File: config.mk
export PLATFORM = sky130hd
export DESIGN_NAME = xor_float_stream_encoder
export DESIGN_NICKNAME = d
export VERILOG_FILES = /design/src/rtl/xfse_pkg.sv /design/src/rtl/xfse_encode.sv /design/src/rtl/xfse_out_buf.sv /design/src/rtl/xor_float_stream_encoder.sv
export SDC_FILE = /design/constraint.sdc
export NUM_CORES = 1
export LEC_CHECK = 0
export BUFFER_PORTS_ARGS = -buffer_cell sky130_fd_sc_hd__buf_2
export CAP_MARGIN = 10
export CORE_MARGIN = 2
export CORE_UTILIZATION = 25
export DETAILED_ROUTE_END_ITERATION = 6
export GPL_TIMING_DRIVEN = 0
export PLACE_DENSITY_LB_ADDON = 0.2
export SLEW_MARGIN = 5
export SYNTH_ARGS = -nofsm -noshare
export SYNTH_HDL_FRONTEND = slang
export SYNTH_HIERARCHICAL = 1
export SYNTH_SLANG_ARGS = --single-unit
export TNS_END_PERCENT = 100
File: constraint.sdc
create_clock -name aclk -period 8.8 [get_ports aclk]
set_input_delay 1.76 -clock aclk [delete_from_list [all_inputs] [get_ports aclk]]
set_output_delay 1.76 -clock aclk [all_outputs]
set_load 0.05 [all_outputs]
File: src/rtl/xfse_pkg.sv
// Package for the XOR float stream encoder.
// Holds the shared widths, prefix codes and the chunk and window types.
// No dependencies.
package xfse_pkg;

    localparam int SAMPLE_W = 64;
    localparam int LEN_W    = 7;
    localparam int LEAD_W   = 5;
    localparam int TRAIL_W  = 6;

    localparam logic [1:0]        PFX_REUSE = 2'b01;
    localparam logic [1:0]        PFX_HDR   = 2'b11;
    localparam logic [LEAD_W-1:0] LEAD_MAX  = 5'd31;
    localparam logic [LEN_W-1:0]  HDR_LEN   = 7'd13;
    localparam logic [LEN_W-1:0]  PFX_LEN   = 7'd2;
    localparam logic [LEN_W-1:0]  FULL_LEN  = 7'd64;

    typedef struct packed {
        logic [SAMPLE_W-1:0] bits;
        logic [LEN_W-1:0]    len;
        logic                last;
    } chunk_t;

    typedef struct packed {
        logic [LEAD_W-1:0]  lead;
        logic [TRAIL_W-1:0] trail;
        logic [LEN_W-1:0]   width;
    } win_t;

    typedef struct packed {
        chunk_t c0;
        chunk_t c1;
        logic   two;
        win_t   win_next;
    } enc_res_t;

endpackage

File: src/rtl/xfse_encode.sv
// Combinational encoder for one sample: XOR, zero counts, window test, chunk build.
// Depends on xfse_pkg.
module xfse_encode import xfse_pkg::*; (
    input  logic [SAMPLE_W-1:0] sample,
    input  logic                start,
    input  logic [SAMPLE_W-1:0] prev,
    input  win_t                win,
    output enc_res_t            res
);

    function automatic logic [LEN_W-1:0] tz_cnt(input logic [SAMPLE_W-1:0] v);
        logic [SAMPLE_W-1:0] oh;
        logic [LEN_W-1:0]    n;
        oh = v & (~v + 64'd1);
        n  = '0;
        for (int i = 0; i < SAMPLE_W; i++) begin
            n = n | (oh[i] ? LEN_W'(i) : '0);
        end
        return n;
    endfunction

    function automatic logic [SAMPLE_W-1:0] rev64(input logic [SAMPLE_W-1:0] v);
        logic [SAMPLE_W-1:0] r;
        for (int i = 0; i < SAMPLE_W; i++) begin
            r[i] = v[SAMPLE_W-1-i];
        end
        return r;
    endfunction

    logic [SAMPLE_W-1:0] x;
    logic [LEN_W-1:0]    lz;
    logic [LEN_W-1:0]    tz;
    logic                hit;
    logic [LEAD_W-1:0]   lzc;
    logic [LEN_W-1:0]    wnew;
    logic [TRAIL_W-1:0]  sh;
    logic [LEN_W-1:0]    wsel;
    logic [SAMPLE_W-1:0] data;
    logic [12:0]         hdr;

    always_comb begin
        x    = sample ^ prev;
        lz   = tz_cnt(rev64(x));
        tz   = tz_cnt(x);
        hit  = (win.width != '0) && ({2'b00, win.lead} <= lz)
               && ({1'b0, win.trail} <= tz);
        lzc  = (lz > {2'b00, LEAD_MAX}) ? LEAD_MAX : lz[LEAD_W-1:0];
        wnew = FULL_LEN - {2'b00, lzc} - tz;
        sh   = hit ? win.trail : tz[TRAIL_W-1:0];
        wsel = hit ? win.width : wnew;
        // bits above the meaningful field are already zero after the shift
        data = x >> sh;
        hdr  = {wnew[TRAIL_W-1:0], lzc, PFX_HDR};

        res.c0       = '{bits: '0, len: 7'd1, last: 1'b1};
        res.c1       = '{bits: data, len: wsel, last: 1'b1};
        res.two      = 1'b0;
        res.win_next = win;

        if (start) begin
            res.c0       = '{bits: sample, len: FULL_LEN, last: 1'b1};
            res.win_next = '0;
        end else if (x == '0) begin
            res.c0 = '{bits: '0, len: 7'd1, last: 1'b1};
        end else if (hit) begin
            if (wsel <= FULL_LEN - PFX_LEN) begin
                res.c0 = '{bits: {data[61:0], PFX_REUSE}, len: wsel + PFX_LEN, last: 1'b1};
            end else begin
                res.c0  = '{bits: {62'd0, PFX_REUSE}, len: PFX_LEN, last: 1'b0};
                res.two = 1'b1;
            end
        end else begin
            res.win_next = '{lead: lzc, trail: tz[TRAIL_W-1:0], width: wnew};
            if (wnew <= FULL_LEN - HDR_LEN) begin
                res.c0 = '{bits: {data[50:0], hdr}, len: wnew + HDR_LEN, last: 1'b1};
            end else begin
                res.c0  = '{bits: {51'd0, hdr}, len: HDR_LEN, last: 1'b0};
                res.two = 1'b1;
            end
        end
    end

endmodule

File: src/rtl/xfse_out_buf.sv
// Two-slot result buffer: output register plus a pending slot for split chunks.
// Depends on xfse_pkg.
module xfse_out_buf import xfse_pkg::*; (
    input  logic                aclk,
    input  logic                aresetn,
    input  logic                load,
    input  chunk_t              c0,
    input  chunk_t              c1,
    input  logic                two,
    output logic                free,
    output logic                m_tvalid,
    input  logic                m_tready,
    output logic [71:0]         m_tdata,  // chunk[63:0], chunk_len[70:64], zero pad[71]
    output logic                m_tlast
);

    logic   out_valid_reg, out_valid_next;
    logic   pend_valid_reg, pend_valid_next;
    chunk_t out_reg, out_next;
    chunk_t pend_reg, pend_next;

    assign free = !out_valid_reg || (m_tready && !pend_valid_reg);

    always_comb begin
        out_valid_next  = out_valid_reg;
        pend_valid_next = pend_valid_reg;
        out_next        = out_reg;
        pend_next       = pend_reg;
        if (m_tready && out_valid_reg) begin
            out_valid_next  = pend_valid_reg;
            out_next        = pend_reg;
            pend_valid_next = 1'b0;
        end
        if (load) begin
            out_valid_next  = 1'b1;
            out_next        = c0;
            pend_valid_next = two;
            pend_next       = c1;
        end
    end

    always_ff @(posedge aclk) begin
        if (!aresetn) begin
            out_valid_reg  <= 1'b0;
            pend_valid_reg <= 1'b0;
        end else begin
            out_valid_reg  <= out_valid_next;
            pend_valid_reg <= pend_valid_next;
        end
    end

    always_ff @(posedge aclk) begin
        out_reg  <= out_next;
        pend_reg <= pend_next;
    end

    assign m_tvalid = out_valid_reg;
    assign m_tdata  = {1'b0, out_reg.len, out_reg.bits};
    assign m_tlast  = out_reg.last;

    a_pend_needs_out: assert property (@(posedge aclk) disable iff (!aresetn)
        pend_valid_reg |-> out_valid_reg)
        else $error("pending chunk without output chunk");

    a_first_has_pend: assert property (@(posedge aclk) disable iff (!aresetn)
        (out_valid_reg && !out_reg.last) |-> pend_valid_reg)
        else $error("non-final chunk without its follow-up");

endmodule

File: src/rtl/xor_float_stream_encoder.sv
// XOR float stream encoder top level: input register, sample/window state, encoder, output buffer.
// Depends on xfse_pkg, xfse_encode, xfse_out_buf.
//
//  channel | dir | tdata                          | tuser        | tlast
//  s_      | in  | sample_bits[63:0]              | block_start  | -
//  m_      | out | chunk[63:0], chunk_len[70:64]  | -            | last_chunk
//
// One item is taken per cycle while the output buffer is free; an item that
// splits into two chunks holds the single output port for both chunks. Each
// item passes the input register and then the output register to the output.
// Reset clears the previous sample and the window. m_tready low stalls the
// output buffer, which then back-pressures the input register.
module xor_float_stream_encoder import xfse_pkg::*; (
    input  logic        aclk,
    input  logic        aresetn,
    input  logic        s_tvalid,
    output logic        s_tready,
    input  logic [63:0] s_tdata,   // sample_bits[63:0]
    input  logic        s_tuser,   // block_start
    output logic        m_tvalid,
    input  logic        m_tready,
    output logic [71:0] m_tdata,   // chunk[63:0], chunk_len[70:64], pad[71]
    output logic        m_tlast
);

    logic                in_valid_reg, in_valid_next;
    logic [SAMPLE_W-1:0] in_sample_reg;
    logic                in_start_reg;
    logic [SAMPLE_W-1:0] prev_reg;
    win_t                win_reg;
    enc_res_t            res;
    logic                free;
    logic                fire;
    logic                take;

    assign fire     = in_valid_reg && free;
    assign s_tready = !in_valid_reg || free;
    assign take     = s_tvalid && s_tready;

    always_comb begin
        in_valid_next = in_valid_reg;
        if (take) begin
            in_valid_next = 1'b1;
        end else if (fire) begin
            in_valid_next = 1'b0;
        end
    end

    always_ff @(posedge aclk) begin
        if (!aresetn) begin
            in_valid_reg <= 1'b0;
            prev_reg     <= '0;
            win_reg      <= '0;
        end else begin
            in_valid_reg <= in_valid_next;
            if (fire) begin
                prev_reg <= in_sample_reg;
                win_reg  <= res.win_next;
            end
        end
    end

    always_ff @(posedge aclk) begin
        if (take) begin
            in_sample_reg <= s_tdata;
            in_start_reg  <= s_tuser;
        end
    end

    xfse_encode u_encode (
        .sample (in_sample_reg),
        .start  (in_start_reg),
        .prev   (prev_reg),
        .win    (win_reg),
        .res    (res)
    );

    xfse_out_buf u_out_buf (
        .aclk     (aclk),
        .aresetn  (aresetn),
        .load     (fire),
        .c0       (res.c0),
        .c1       (res.c1),
        .two      (res.two),
        .free     (free),
        .m_tvalid (m_tvalid),
        .m_tready (m_tready),
        .m_tdata  (m_tdata),
        .m_tlast  (m_tlast)
    );

    a_win_consistent: assert property (@(posedge aclk) disable iff (!aresetn)
        (win_reg.width != '0) |->
        ({2'b00, win_reg.lead} + {1'b0, win_reg.trail} + win_reg.width == FULL_LEN))
        else $error("window bounds do not add up to 64");

    a_start_clears: assert property (@(posedge aclk) disable iff (!aresetn)
        (fire && in_start_reg) |=> (win_reg == '0))
        else $error("block start did not clear the window");

endmodule
==> results of run 1 <==
==> worst reg2reg max path, delay by kind of cell, from the launching register on <==
kind                     cells  cell delay (ns)
AO/OA/AOI/OAI                9             2.53
AND/OR/NAND/NOR              8             2.11
buffers and inverters        7             1.83
multiplexers                 2             0.66
XOR/XNOR                     1             0.60
flip-flops                   1             0.56
adder cells (fa/ha/maj)      1             0.31
==> logic make-up after synthesis <==
group                      count (synthesis)  synth area share
adders and majority gates                 24           0.01350
xor gates and xnor gates                 132           0.06094
other                                      2         0.0003295
buffers and inverters                    222           0.05149
and+or+nand+nor                          907            0.1990
AOI/OAI and AO/OA                        704            0.2245
muxes                                    191            0.1002
DFF                                      294            0.3500
==> worst paths after layout <==
check	start	to	slack (ns)	cells past startpoint
hold / removal	u_out_buf/pend_valid_reg	u_out_buf/pend_valid_reg	0.46	2
setup / recovery	in_sample_reg[49]	u_out_buf/m_tdata[15]	-0.05	28
setup reg to reg	in_sample_reg[49]	u_out_buf/m_tdata[15]	-0.05	28
hold reg to reg	u_out_buf/pend_valid_reg	u_out_buf/pend_valid_reg	0.46	2
==> cell type report <==
type	instances	area, um2	area share
timing repair buffer	285	1904	0.06560
buffer	178	1065	0.03668
inverter	43	161.4	0.005560
multi-input combinational	1960	15300	0.5272
antenna	1	2.502	0.00008620
tap	1176	1471	0.05068
clock inverter	19	118.9	0.004094
sequential	294	7978	0.2748
clock buffer	47	1026	0.03534
==> per-layer routing <==
layer / global-route usage / vias up / wire, um
met1: 0.3860 / 12440 / 59540
met5: 0 / - / 50
met3: 0.05309 / 407 / 11390
met2: 0.4914 / 1450 / 66360
li1: - / 10330 / -
met4: 0.1863 / 8 / 10690
==> synthesized netlist by cell type, drive strengths merged (7+ instances only) <==
master	number
o22ai	49
a41oi	7
a221o	8
nand4	133
o2111ai	28
nand3	82
mux2	80
xnor2	64
a32oi	7
mux2i	109
buf	130
nor4	69
o211ai	105
xor2	68
ha	23
o32ai	10
o221ai	33
or2	12
o21a	10
nor3	78
o21ai	200
a31oi	22
a21oi	72
nand2b	7
a222oi	12
o31ai	13
clkbuf	49
nor2	181
inv	43
a211oi	21
dfxtp	85
edfxtp	209
and2	14
nand2	267
or3	13
and3	7
a21o	8
a22oi	37
a221oi	9
or4	22
==> what timing repair did <==
action	CTS	global route
setup endpoints to repair	133	74
resized for setup	178	87
pin swaps	17	33
buffers inserted	57	72
==> power groups by stage <==
stage	Combinational, mW	Sequential [mW]	Clock [mW]
after global routing	5.47	1.95	1.56
after global placement	4.83	1.96	0
after floorplan	2.59	2.08	0
after CTS	5.09	1.93	1.52
final	5.39	1.93	1.47
after detailed placement	4.83	1.96	0
==> run summary, run 1 <==
Slack of the critical path -> -0.05334 ns
Power Total -> 8.796 mW
Cell Rows -> 110
Pre-CTS setup slack -> -2.541 ns
Status -> finished with violations
Sw Pwr -> 4.628 mW
Layout cells sized above 1 -> 0.3025
Crit path max-delay family -> compound AO/OA/AOI/OAI gates
Nets -> 2,893
Crit path buffers/inverters -> 7
Cell type with the largest total area after synthesis -> edfxtp_1
Clock Skew -> 0.03023 ns
Largest register FFs -> 72
# setup viols final -> 1
Hold slack -> 0.4606 ns
Vias in the first global route -> 24,100
Clock tree buffer depth -> 3
Failing checks -> setup timing
Top FF cell, synth -> edfxtp_1
CP Max Fanout -> 10
CTS Buf Count -> 38
Antenna violations before repair -> 5
Final Slew Violations -> 0
Dpl cell area -> 25,190 um2
Commonest non-fill, non-tap cell in the layout -> nand2_1
Core area -> 90,150 um2
P&R area growth vs syn -> 27.38%
Post-synth net total -> 2,569
Most frequent cells in the layout -> nand2_1 (257), buf_2 (225), edfxtp_1 (209)
Clock-pin slew on the worst setup and hold paths -> 0.06 ns
Core Util, Final -> 0.3220
Ranking of synthesized cells by area -> edfxtp_1 (28%), dfxtp_1 (7.5%), mux2i_1 (4.5%)
Setup crit end kind -> register
Startpoint types -> register
Clock root cell -> clkbuf_16
Drt pass-1 iters -> 6
Post-Route WL -> 148,000 um
Fmax -> 113.0 MHz
Mean post-synth cell area -> 9.205 um2
First-pass GRT wire length -> 200,900 um
Logic pwr share -> 0.613
Post-Syn Area -> 22,790 um2
Sink Count -> 294
Sw Ratio -> 0.5262
Clk_lat worst skew -> 0.61 ns
HPWL after DPL -> 118,400 um
Pin count of the biggest net entering global routing -> 84
HP Class -> reg2reg
Leak -> 10.38 nW
Post-synth top area share -> 0.2754
# DRC -> 0
Cell area after layout -> 29,030 um2
Fraction of registers with async set/reset -> 0
Initial core utilization -> 0.2528
Vias -> 24,640
Share of total power in the clock network -> 0.168
Sequential fraction of the synthesis area -> 0.3500
Int Power -> 4.167 mW
Io pins -> 144
Post-DR vias/cell -> 6.155
Max-cap viol count -> 0
Wirelength per Cell -> 36.98 um
Cts hold-fix bufs -> 0
Post-Syn Instances -> 2,476
Die area -> 93,600 um2
Die width -> 305.9 um
Number of synthesized flops with an enable pin -> 209
Iter 0 DRT Violations -> 3,052
Slowest CP cell -> xnor2_1
Slew HR -> 0.06212
Setup TNS Final -> -0.05334 ns
Slowest stage delay, CP -> 0.60 ns
Routed Antenna Nets -> 0
Port Buffers -> 142
Peak VDD IR -> 0.1598 mV
Most used cell, CP -> buf_4
Slew of the pin with the lowest slew margin -> 1.394 ns
Fillers -> 9,450
P per Cell Area -> 303.0 nW/um2
Worst path arrival time -> 9.20 ns
All-Layer GR Usage -> 0.3070
Final hold vios -> 0
Fin crit share -> 1.006
Die Ht -> 305.9 um
H-tree depth reported by CTS -> 2
Yosys reg bits -> 294
Min Tclk post-route -> 8.853 ns
GR Overflow Total -> 0
Critical Path RT -> 9.15 ns
Non-Filler Instances -> 4,003
Synth warn -> 6
Yosys cell types -> 100
CTS tree -> yes
Global placement routability congestion -> 1.024
Placed Cells incl. Taps -> 3,808
Crit Path Class -> reg2reg
Part of the power in registers -> 0.220
(Power assumes the default switching activity.)
==> run 2: changes to the inputs <==
Settings changed: REMOVE_ABC_BUFFERS set to 1.
==> run 2 against run 1 <==
The run now ends clean; fmax up 1.6%; hold slack better by 0.020 ns; setup slack improved by 0.14 ns; final area shrank 0.97%; global-route usage fell by 3.2 points; count of clock-buffer cells in the layout grew 6; core utilization down 0.31 points.
==> run summary, run 2 (synthesis results as in run 1) <==
Status -> finished, final reports clean
Startpoint types -> register
HP Class -> reg2reg
CP Max Fanout -> 40
Leak -> 9.924 nW
Crit path buffers/inverters -> 4
Setup crit end kind -> register
First-pass GRT wire length -> 183,000 um
Wirelength per Cell -> 34.57 um
Fin crit share -> 0.9905
# DRC -> 0
Sink Count -> 294
Slack of the critical path -> 0.08366 ns
Vias -> 23,280
Post-Route WL -> 132,500 um
Critical Path RT -> 9.13 ns
Crit Path Class -> reg2reg
Port Buffers -> 142
Fmax -> 114.7 MHz
Peak VDD IR -> 0.1379 mV
P&R area growth vs syn -> 26.14%
Hold slack -> 0.4808 ns
Die width -> 305.9 um
Commonest non-fill, non-tap cell in the layout -> nand2_1
Clk_lat worst skew -> 0.58 ns
Most used cell, CP -> o21a_1
Slew of the pin with the lowest slew margin -> 1.353 ns
GR Layer Usage met1 -> 0.3521
Layout cells sized above 1 -> 0.2738
Final hold vios -> 0
Slowest stage delay, CP -> 0.68 ns
Largest register FFs -> 72
Final Slew Violations -> 0
Io pins -> 144
CTS tree -> yes
Nets -> 2,719
Slew HR -> 0.09775
Pin count of the biggest net entering global routing -> 89
Most frequent cells in the layout -> nand2_1 (256), edfxtp_1 (209), nor2_1 (172)
Slowest CP cell -> nor4_1
Die Ht -> 305.9 um
Met2 Use GR -> 0.4401
CTS Buf Count -> 38
GR Overflow Total -> 0
M3 GR Usage -> 0.05177
Cts hold-fix bufs -> 0
Worst path arrival time -> 9.05 ns
P per Cell Area -> 300.6 nW/um2
Crit path max-delay family -> simple AND/OR/NAND/NOR gates
Power Total -> 8.642 mW
Vias in the first global route -> 22,510
Global placement routability congestion -> 0.9649
Routed Antenna Nets -> 0
Clock Skew -> 0.02154 ns
H-tree depth reported by CTS -> 2
Min Tclk post-route -> 8.716 ns
Iter 0 DRT Violations -> 3,042
Antenna violations before repair -> 7
Core area -> 90,150 um2
Initial core utilization -> 0.2528
All-Layer GR Usage -> 0.2753
Die area -> 93,600 um2
Post-DR vias/cell -> 6.074
Cell Rows -> 110
RSZ-0062 raised after global routing -> true
HPWL after DPL -> 100,700 um
Clock root cell -> clkbuf_16
Drt pass-1 iters -> 7
Fillers -> 9,288
# setup viols final -> 0
Clock tree buffer depth -> 3
Max-cap viol count -> 0
Layer with the highest usage -> met2
Clock-pin slew on the worst setup and hold paths -> 0.05 ns
Pre-CTS setup slack -> -3.097 ns
-- run 2: changes by cell type in the layout (fill, tap and decap cells not counted), sizes merged --
| cell | delta |
|---|---|
| clkinvlp | +2 |
| clkbuf | -43 |
| or3 | +1 |
| buf | -130 |
| o21ai | +2 |
| clkinv | -8 |
| bufinv | +3 |
| o21a | +2 |
-- run 2: tightest hold or removal path: stages (launching register included) --
cell and delay (ns):
dfxtp_1 0.32, nand2_1 0.07, o21ai_2 0.04
-- run 2: per-layer routing --
metal | part of all wire | wire length (um)
met1 | 0.41 | 54160
met2 | 0.45 | 59890
met4 | 0.064 | 8473
met3 | 0.075 | 9913
met5 | 0.00030 | 40
-- run 2: path summary, 6_finish.rpt --
check                    start                     to  slack [ns]  cells past startpoint
max          in_sample_reg[12]  u_out_buf/m_tdata[38]        0.08                     27
min                win_reg[13]            win_reg[13]        0.48                      2
max reg2reg  in_sample_reg[12]  u_out_buf/m_tdata[38]        0.08                     27
min reg2reg        win_reg[13]            win_reg[13]        0.48                      2
-- run 2: final cells by class --
class                   instances  area (um2)  area share
multi-input cells            1965       15470      0.5382
flip-flops and latches        294        7981      0.2776
repair buffers                284        2444     0.08500
well taps                    1176        1471     0.05118
clock buffers                  53        1039     0.03612
clock inverters                16       177.7    0.006180
inverters                      43       161.4    0.005614
diodes                          1       2.502  0.00008704
-- run 2: report_power, final --
group / leakage [nW] / internal [mW] / total, mW / switching, mW
Clock: 0.579 / 0.915 / 1.55 / 0.637
Sequential: 2.69 / 1.81 / 1.93 / 0.121
Combinational: 6.65 / 1.58 / 5.16 / 3.57
-- run 2: metrics by stage --
step / cell area, um2 / setup TNS [ns] / std cells / utilization
after floorplan: 21780 / -1601.12 / 2297 / -
after global placement: 23960 / -4693.13 / 3615 / 0.2658
after detailed placement: 25070 / -221.40 / 3663 / 0.2781
after CTS: 28280 / 0 / 3814 / 0.3137
after global routing: 28750 / -0.06183 / 3831 / 0.3189
final: 28750 / 0 / 3832 / 0.3189
-- run 2: what timing repair did --
item                       in CTS  in global routing
gates resized for setup       173                 53
setup endpoints to repair     135                 56
setup buffers                  77                 16
pin swaps                      32                 14
gates cloned                    5                  1
